### config.mk
export PLATFORM = sky130hd
export DESIGN_NAME = colored_run_block_allocator_top
export DESIGN_NICKNAME = d
export VERILOG_FILES = /design/src/hw/rtl/crba_pkg.sv /design/src/hw/rtl/crba_mem.sv /design/src/hw/rtl/colored_run_block_allocator_top.sv
export SDC_FILE = /design/constraint.sdc
export NUM_CORES = 2
export LEC_CHECK = 0
export ABC_AREA = 1
export BUFFER_PORTS_ARGS = -buffer_cell sky130_fd_sc_hd__buf_4
export CAP_MARGIN = 30
export CORE_UTILIZATION = 35
export CTS_BUF_LIST = sky130_fd_sc_hd__clkbuf_16
export CTS_CLUSTER_SIZE = 40
export DETAILED_ROUTE_END_ITERATION = 8
export GPL_TIMING_DRIVEN = 0
export HOLD_SLACK_MARGIN = 0.15
export PLACE_DENSITY_LB_ADDON = 0.05
export SYNTH_ARGS = -nofsm -noshare
export SYNTH_HDL_FRONTEND = slang
export SYNTH_SLANG_ARGS = --single-unit
export TNS_END_PERCENT = 30
### constraint.sdc
create_clock -name clk -period 33.8 [get_ports clk]
set_input_delay 6.76 -clock clk [delete_from_list [all_inputs] [get_ports clk]]
set_output_delay 6.76 -clock clk [all_outputs]
set_load 0.005 [all_outputs]
### src/hw/rtl/crba_pkg.sv
// Shared types and constants for the colored run block allocator.
// Holds the request codes, result status codes and the sequencer state type.
// No dependencies.
package crba_pkg;

	localparam logic OP_ALLOC = 1'b0;
	localparam logic OP_FREE  = 1'b1;

	localparam logic [1:0] ST_OK       = 2'd0;
	localparam logic [1:0] ST_BAD_ARG  = 2'd1;
	localparam logic [1:0] ST_NO_SPACE = 2'd2;

	localparam logic [1:0] COLOR_FREE = 2'd0;

	typedef enum logic [3:0] {
		S_CLEAR,
		S_IDLE,
		S_SCAN,
		S_SCAN_END,
		S_EDGE_B,
		S_EDGE_A,
		S_COLOR,
		S_FILL,
		S_FR_RD,
		S_FR_PREV,
		S_FR_CHK,
		S_FREE
	} state_t;

endpackage

### src/hw/rtl/crba_mem.sv
// Color map storage: one write port and one read port with registered read data.
// Standalone; no package dependencies.
module crba_mem #(
	parameter int DEPTH = 1024,
	parameter int AW    = 10
) (
	input  logic          clk,
	input  logic          we,
	input  logic [AW-1:0] waddr,
	input  logic [1:0]    wdata,
	input  logic [AW-1:0] raddr,
	output logic [1:0]    rdata
);

	logic [1:0] mem [DEPTH];
	logic [1:0] rdata_q;

	always_ff @(posedge clk) begin
		if (we) begin
			mem[waddr] <= wdata;
		end
		rdata_q <= mem[raddr];
	end

	assign rdata = rdata_q;

endmodule

### src/hw/rtl/colored_run_block_allocator_top.sv
// Top level of the colored run block allocator: request sequencer and result register.
// Depends on crba_pkg and crba_mem.
//
//   Channel   Handshake                 Payload
//   in        in_valid / in_stall       op, block_count, block_index
//   out       out_valid / out_stall     status, start_index, run_length
//
// An allocate request scans the color map through its single read port, one entry per cycle,
// then reads the entries on either side of the first largest free run, picks a color unlike
// both and fills block_count entries from its start; it ends after the scan when no run fits.
// A free request reads the indexed entry and the one before it to check the index, then frees
// the run's blocks in turn, reading ahead until the run ends or reaches the last entry.
// A request with a zero or oversized count or an index outside the map is answered from idle.
// After reset a clearing pass zeroes the map; no request is taken then.
// One request is in flight at a time, and none is accepted while a result waits.
module colored_run_block_allocator_top #(
	parameter int ENTRIES = 1024
) (
	input  logic        clk,
	input  logic        arst_n,
	input  logic        in_valid,
	output logic        in_stall,
	input  logic        op,
	input  logic [10:0] block_count,
	input  logic [9:0]  block_index,
	output logic        out_valid,
	input  logic        out_stall,
	output logic [1:0]  status,
	output logic [9:0]  start_index,
	output logic [10:0] run_length
);

	import crba_pkg::*;

	localparam int AW = (ENTRIES > 1) ? $clog2(ENTRIES) : 1;
	localparam int CW = $clog2(ENTRIES + 1);
	localparam int EW = AW + 1;
	localparam logic [AW-1:0] LAST = AW'(ENTRIES - 1);
	localparam logic [EW-1:0] ENT_E = EW'(ENTRIES);

	state_t state_q, state_d;

	logic [AW-1:0] ptr_q;
	logic [AW-1:0] scan_p_s1;
	logic          scan_v_s1;
	logic [CW-1:0] run_len_q, best_len_q, len_q, cnt_q;
	logic [AW-1:0] run_start_q, best_start_q;
	logic [1:0]    color_q, before_q;

	logic          out_valid_q;
	logic [1:0]    status_q;
	logic [AW-1:0] start_q;
	logic [CW-1:0] res_len_q;

	logic          mem_we;
	logic [AW-1:0] mem_waddr, mem_raddr;
	logic [1:0]    mem_wdata, rd_data;

	logic          accept;
	logic          alloc_bad, free_bad;
	logic [CW-1:0] run_len_n, best_len_n;
	logic [AW-1:0] run_start_n, best_start_n;
	logic [EW-1:0] end_e;
	logic [1:0]    after_c, color_c;
	logic          prev_same;

	crba_mem #(.DEPTH(ENTRIES), .AW(AW)) u_mem (
		.clk   (clk),
		.we    (mem_we),
		.waddr (mem_waddr),
		.wdata (mem_wdata),
		.raddr (mem_raddr),
		.rdata (rd_data)
	);

	assign accept    = in_valid && !in_stall;
	assign alloc_bad = (block_count == 11'd0) || (32'(block_count) > 32'(ENTRIES));
	assign free_bad  = 32'(block_index) >= 32'(ENTRIES);
	assign end_e     = EW'(best_start_q) + EW'(best_len_q);
	assign prev_same = (ptr_q != '0) && (rd_data == color_q);

	always_comb begin
		run_len_n    = run_len_q;
		run_start_n  = run_start_q;
		best_len_n   = best_len_q;
		best_start_n = best_start_q;
		if (scan_v_s1) begin
			if (rd_data != COLOR_FREE) begin
				run_len_n = '0;
			end else begin
				if (run_len_q == '0) begin
					run_start_n = scan_p_s1;
				end
				run_len_n = run_len_q + CW'(1);
				if (run_len_n > best_len_q) begin
					best_len_n   = run_len_n;
					best_start_n = run_start_n;
				end
			end
		end
	end

	always_comb begin
		after_c = (end_e < ENT_E) ? rd_data : COLOR_FREE;
		color_c = 2'd1;
		if (before_q == color_c || after_c == color_c) begin
			color_c = 2'd2;
		end
		if (before_q == color_c || after_c == color_c) begin
			color_c = 2'd3;
		end
	end

	always_comb begin
		state_d = state_q;
		case (state_q)
			S_CLEAR: begin
				if (ptr_q == LAST) begin
					state_d = S_IDLE;
				end
			end
			S_IDLE: begin
				if (accept) begin
					if (op == OP_ALLOC) begin
						state_d = alloc_bad ? S_IDLE : S_SCAN;
					end else begin
						state_d = free_bad ? S_IDLE : S_FR_RD;
					end
				end
			end
			S_SCAN: begin
				if (ptr_q == LAST) begin
					state_d = S_SCAN_END;
				end
			end
			S_SCAN_END: state_d = S_EDGE_B;
			S_EDGE_B:   state_d = (best_len_q < cnt_q) ? S_IDLE : S_EDGE_A;
			S_EDGE_A:   state_d = S_COLOR;
			S_COLOR:    state_d = S_FILL;
			S_FILL: begin
				if (len_q + CW'(1) == cnt_q) begin
					state_d = S_IDLE;
				end
			end
			S_FR_RD:   state_d = S_FR_PREV;
			S_FR_PREV: state_d = S_FR_CHK;
			S_FR_CHK: begin
				state_d = (color_q == COLOR_FREE || prev_same) ? S_IDLE : S_FREE;
			end
			S_FREE: begin
				if (rd_data != color_q || ptr_q == LAST) begin
					state_d = S_IDLE;
				end
			end
			default: state_d = S_IDLE;
		endcase
	end

	always_comb begin
		mem_we    = 1'b0;
		mem_waddr = ptr_q;
		mem_wdata = COLOR_FREE;
		mem_raddr = ptr_q;
		in_stall  = !(state_q == S_IDLE && !out_valid_q);
		case (state_q)
			S_CLEAR: mem_we = 1'b1;
			S_EDGE_B: mem_raddr = best_start_q - AW'(1);
			S_EDGE_A: mem_raddr = end_e[AW-1:0];
			S_FILL: begin
				mem_we    = 1'b1;
				mem_wdata = color_q;
			end
			S_FR_PREV: mem_raddr = ptr_q - AW'(1);
			S_FREE: begin
				mem_we    = (rd_data == color_q);
				mem_raddr = ptr_q + AW'(1);
			end
			default: ;
		endcase
	end

	always_ff @(posedge clk or negedge arst_n) begin
		if (!arst_n) begin
			state_q     <= S_CLEAR;
			ptr_q       <= '0;
			scan_v_s1   <= 1'b0;
			out_valid_q <= 1'b0;
		end else begin
			state_q <= state_d;
			if (out_valid_q && !out_stall) begin
				out_valid_q <= 1'b0;
			end
			case (state_q)
				S_CLEAR: ptr_q <= ptr_q + AW'(1);
				S_IDLE: begin
					if (accept) begin
						if (op == OP_ALLOC) begin
							ptr_q <= '0;
							if (alloc_bad) begin
								out_valid_q <= 1'b1;
								status_q    <= ST_BAD_ARG;
								start_q     <= '0;
								res_len_q   <= '0;
							end
						end else begin
							ptr_q <= AW'(block_index);
							if (free_bad) begin
								out_valid_q <= 1'b1;
								status_q    <= ST_BAD_ARG;
								start_q     <= '0;
								res_len_q   <= '0;
							end
						end
					end
				end
				S_SCAN: begin
					scan_v_s1 <= 1'b1;
					ptr_q     <= ptr_q + AW'(1);
				end
				S_SCAN_END: scan_v_s1 <= 1'b0;
				S_EDGE_B: begin
					if (best_len_q < cnt_q) begin
						out_valid_q <= 1'b1;
						status_q    <= ST_NO_SPACE;
						start_q     <= '0;
						res_len_q   <= '0;
					end
				end
				S_EDGE_A: begin
					before_q <= (best_start_q != '0) ? rd_data : COLOR_FREE;
				end
				S_COLOR: begin
					color_q <= color_c;
					ptr_q   <= best_start_q;
				end
				S_FILL: begin
					ptr_q <= ptr_q + AW'(1);
					if (len_q + CW'(1) == cnt_q) begin
						out_valid_q <= 1'b1;
						status_q    <= ST_OK;
						start_q     <= best_start_q;
						res_len_q   <= cnt_q;
					end
				end
				S_FR_PREV: color_q <= rd_data;
				S_FR_CHK: begin
					if (color_q == COLOR_FREE || prev_same) begin
						out_valid_q <= 1'b1;
						status_q    <= ST_BAD_ARG;
						start_q     <= '0;
						res_len_q   <= '0;
					end
				end
				S_FREE: begin
					ptr_q <= ptr_q + AW'(1);
					if (rd_data != color_q) begin
						out_valid_q <= 1'b1;
						status_q    <= ST_OK;
						start_q     <= best_start_q;
						res_len_q   <= len_q;
					end else if (ptr_q == LAST) begin
						out_valid_q <= 1'b1;
						status_q    <= ST_OK;
						start_q     <= best_start_q;
						res_len_q   <= len_q + CW'(1);
					end
				end
				default: ;
			endcase
		end
	end

	always_ff @(posedge clk) begin
		scan_p_s1 <= ptr_q;
		case (state_q)
			S_IDLE: begin
				if (accept) begin
					run_len_q    <= '0;
					best_len_q   <= '0;
					best_start_q <= '0;
					cnt_q        <= CW'(block_count);
				end
			end
			S_SCAN, S_SCAN_END: begin
				run_len_q    <= run_len_n;
				run_start_q  <= run_start_n;
				best_len_q   <= best_len_n;
				best_start_q <= best_start_n;
			end
			S_COLOR: len_q <= '0;
			S_FILL:  len_q <= len_q + CW'(1);
			S_FR_CHK: begin
				len_q        <= '0;
				best_start_q <= ptr_q;
			end
			S_FREE: len_q <= len_q + CW'(1);
			default: ;
		endcase
	end

	assign out_valid   = out_valid_q;
	assign status      = status_q;
	assign start_index = 10'(start_q);
	assign run_length  = 11'(res_len_q);

endmodule

==> key figures <==
Clock tree
  • Post-CTS setup buffer count: 0
  • CTS H-tree lvls: 5
  • TritonCTS clock tree: done
  • Post-cts resize count: 0
  • Clk buf depth: 4
  • CTS Buf Count: 264
  • Clock root buffer: clkbuf_16
  • Clk Latency, worst-skew pair: 0.95 ns
  • # hold bufs at CTS: 0
  • CTS clock-pin slew for the worst setup and hold paths: around 0.06 ns
  • # clock sinks: about 2,200

Min path
  • Hold WC Path Type: register to register
  • Worst Hold End: scan_p_s1[3]
  • Hold path start: mem_waddr[3]
  • Worst Hold Path Cells: 0

Timing
  • Min cycle time layout: 9.21 ns
  • Setup_tns: 0 ns
  • Slew Limit Fails: 0
  • RSZ-0062 raised after global routing: false
  • Worst Hold Slack: 0.391 ns
  • Max_slew headroom: 0.207
  • Setup Viol. Count Final: 0
  • Fmax: 109 MHz
  • Final hold vios: 0
  • Least-Margin Pin Slew: ~1.2 ns
  • Fin crit share: 0.273
  • Clk_skew: 0.0480 ns

Synth
  • Ys async rst share: 0.00738
  • Synth Flop Type: edfxtp_1
  • Sequential fraction of the synthesis area: 0.660
  • Cells after Synth: 9,484
  • Largest family of logic cells by synthesized area: simple AND/OR/NAND/NOR gates
  • Syn nets: 9,550
  • Synthesis Warnings: 0
  • FF+latch count, synth: 2,167
  • Synth cell types: 47
  • Mapped Area: 98,300 sq um
  • Multiplexer share of the synthesized area: 0.00115
  • Xor/xnor share of the synthesized area: 0.00303
  • Number of synthesized flops with an enable pin: between 2,000 and 2,500
  • Adder-cell share of the synthesized area: 0.00517
  • Compound-cell area share of the yosys netlist: 0.0370
  • Simple-gate area share of the yosys netlist: 0.228
  • Mean post-synth cell area: 10.4 sq um

Global routing
  • Initial antenna violation count: 85
  • First-pass GRT wire length: 733 mm
  • Remaining Overflow, GRT: 0
  • Tot GR Track Use: 0.393
  • Largest net degree at the start of global routing: 42
  • Vias in the first global route: 77,700

Drt
  • TritonRoute pass-1 iters: 9
  • 1st-iter DRT viols: around 15,000
  • DR WL/cell: 40.6 um
  • Via Count: 83,700
  • DRC violations left: 0
  • DRT antenna net count: 0
  • Via density: 5.96
  • Detailed Route WL: 570 mm

Worst setup path
  • Reg2reg start: state_q[0]
  • R2r endpoint: u_mem.rdata[1]
  • CP Class: register to primary output
  • Worst setup startpoint: state_q[3]
  • Path depth of the worst reg2reg path: 24
  • Maximum fanout along the worst path: 7
  • Crit start category: register
  • Critical path required time: 27.04 ns
  • WP data arrival: 2.45 ns
  • Worst setup EP type: primary output
  • R2r setup slk: 27.39 ns

Outcome
  • Status: finished clean

Floorplan
  • # rows: 194
  • Starting density of the core: 0.352
  • Die area: 283,000 sq um
  • Core area: 279,000 sq um
  • Die height: 532 um
  • I/O pin count: 51
  • DIE WIDTH: 532 um

Run
  • Maximum Capacitance Violations: 0

Cells and area
  • Syn-to-layout area delta: 18.8%
  • Fin nets: a little over 10,000
  • Layout cells sized above 1: 0.107

Place
  • GPL Wtd Cong: slightly above 1
  • Port bufs: 50
  • HPWL Detailed: 418 mm
## critical path, cell delays in order, from the launching register on
cell	delay, ns
dfrtp_1	0.41
nor2_1	0.25
inv_1	0.16
nor2_1	0.45
nand2_1	0.11
buf_4	0.16
## kinds of logic after synthesis
logic type	after synthesis
compound gates	517
xor+xnor	34
fa+ha+maj	40
buf+inv	1623
flops	2167
mux	10
simple gates	5093
## cells in the mapped netlist (all sizes together), types with 4 or more instances
cell	n	share of area
a211oi	7	0.00053
a21oi	35	0.0019
a22oi	7	0.00053
a31oi	10	0.00064
buf	319	0.016
clkbuf	376	0.014
dfrtp	16	0.0041
dfxtp	12	0.0024
edfxtp	2139	0.65
ha	39	0.0050
inv	925	0.035
mux2	10	0.0011
nand2	2072	0.080
nand3	1446	0.074
nand3b	345	0.026
nand4	17	0.0011
nor2	1173	0.045
nor3	24	0.0012
nor4	10	0.00064
o211ai	369	0.028
o21ai	62	0.0032
o22ai	19	0.0012
xnor2	4	0.00036
xor2	30	0.0027
## registers in the layout, summed over array words and instances, names as in the netlist
register      flops
status            2
best_start_q     10
start_index      10
run_len_q        11
run_start_q      10
u_mem.rdata       2
u_mem.mem      2048
before_q          2
out_valid         1
len_q            11
run_length       11
color_q           2
state_q           4
scan_v_s1         1
mem_waddr        10
scan_p_s1        10
best_len_q       11
cnt_q            11
## area by class of cell
cell class,instances,area [sq um]
Buffer,695,3120
Tap cell,3724,4660
Timing Repair Buffer,325,5370
Clock buffer,274,6860
Sequential cell,2167,64900
Antenna cell,45,113
Fill cell,27300,163000
Clock inverter,185,1270
Inverter,928,3480
Multi-Input combinational cell,5694,27000
## metal layers
metal  global-route usage  part of all wire  vias to the layer above
met5                    0           0.00076                        -
li1                     -                 -                    33600
met1                0.502              0.38                    42200
met2                0.570              0.42                     6310
met4                0.261             0.077                       56
met3                0.125              0.13                     1495
## worst max path at each step
stage                        endpoint  slack [ns]  cells past startpoint
global placement    u_mem.mem[202][0]      -32.40                      5
CTS                          in_stall       24.57                      5
finish                       in_stall       24.59                      5
floorplan             u_mem.mem[0][0]        4.23                      5
global route                 in_stall       24.42                      5
detailed placement    best_start_q[3]       24.82                      5
## metrics by stage
step                setup slack [ns]  area [sq um]  instances  utilization
floorplan                       4.23         98300       9484            -
global placement              -32.40        103000      13300        0.370
detailed placement             24.82        108000      13500        0.388
CTS                            24.57        117000      14000        0.417
global route                   24.42        117000      14000        0.417
finish                         24.59        117000      14000        0.418
## placed cells by master, fill, tap and decap left out, types with 7 or more instances in the layout
master	count
o211ai_1	369
a31oi_1	10
nor3_1	21
nand2_1	2067
o21ai_1	7
nand3_1	1446
nand4_1	17
xor2_1	30
o22ai_1	18
clkbuf_16	274
a22oi_1	7
inv_1	979
clkinv_2	44
nor2_1	1164
inv_2	8
clkbuf_1	266
buf_2	267
ha_1	39
dfxtp_1	12
buf_8	112
nand3b_1	345
nor4_1	10
buf_12	97
buf_1	47
diode_2	45
a21oi_1	33
buf_6	14
edfxtp_1	2139
clkinv_1	52
o21ai_0	52
buf_4	65
bufinv_16	16
buf_16	42
mux2_2	10
dfrtp_1	16
clkbuf_2	110
Power is not shown: default switching activity piles up to over one toggle a cycle in this logic, so the estimate is an artifact.
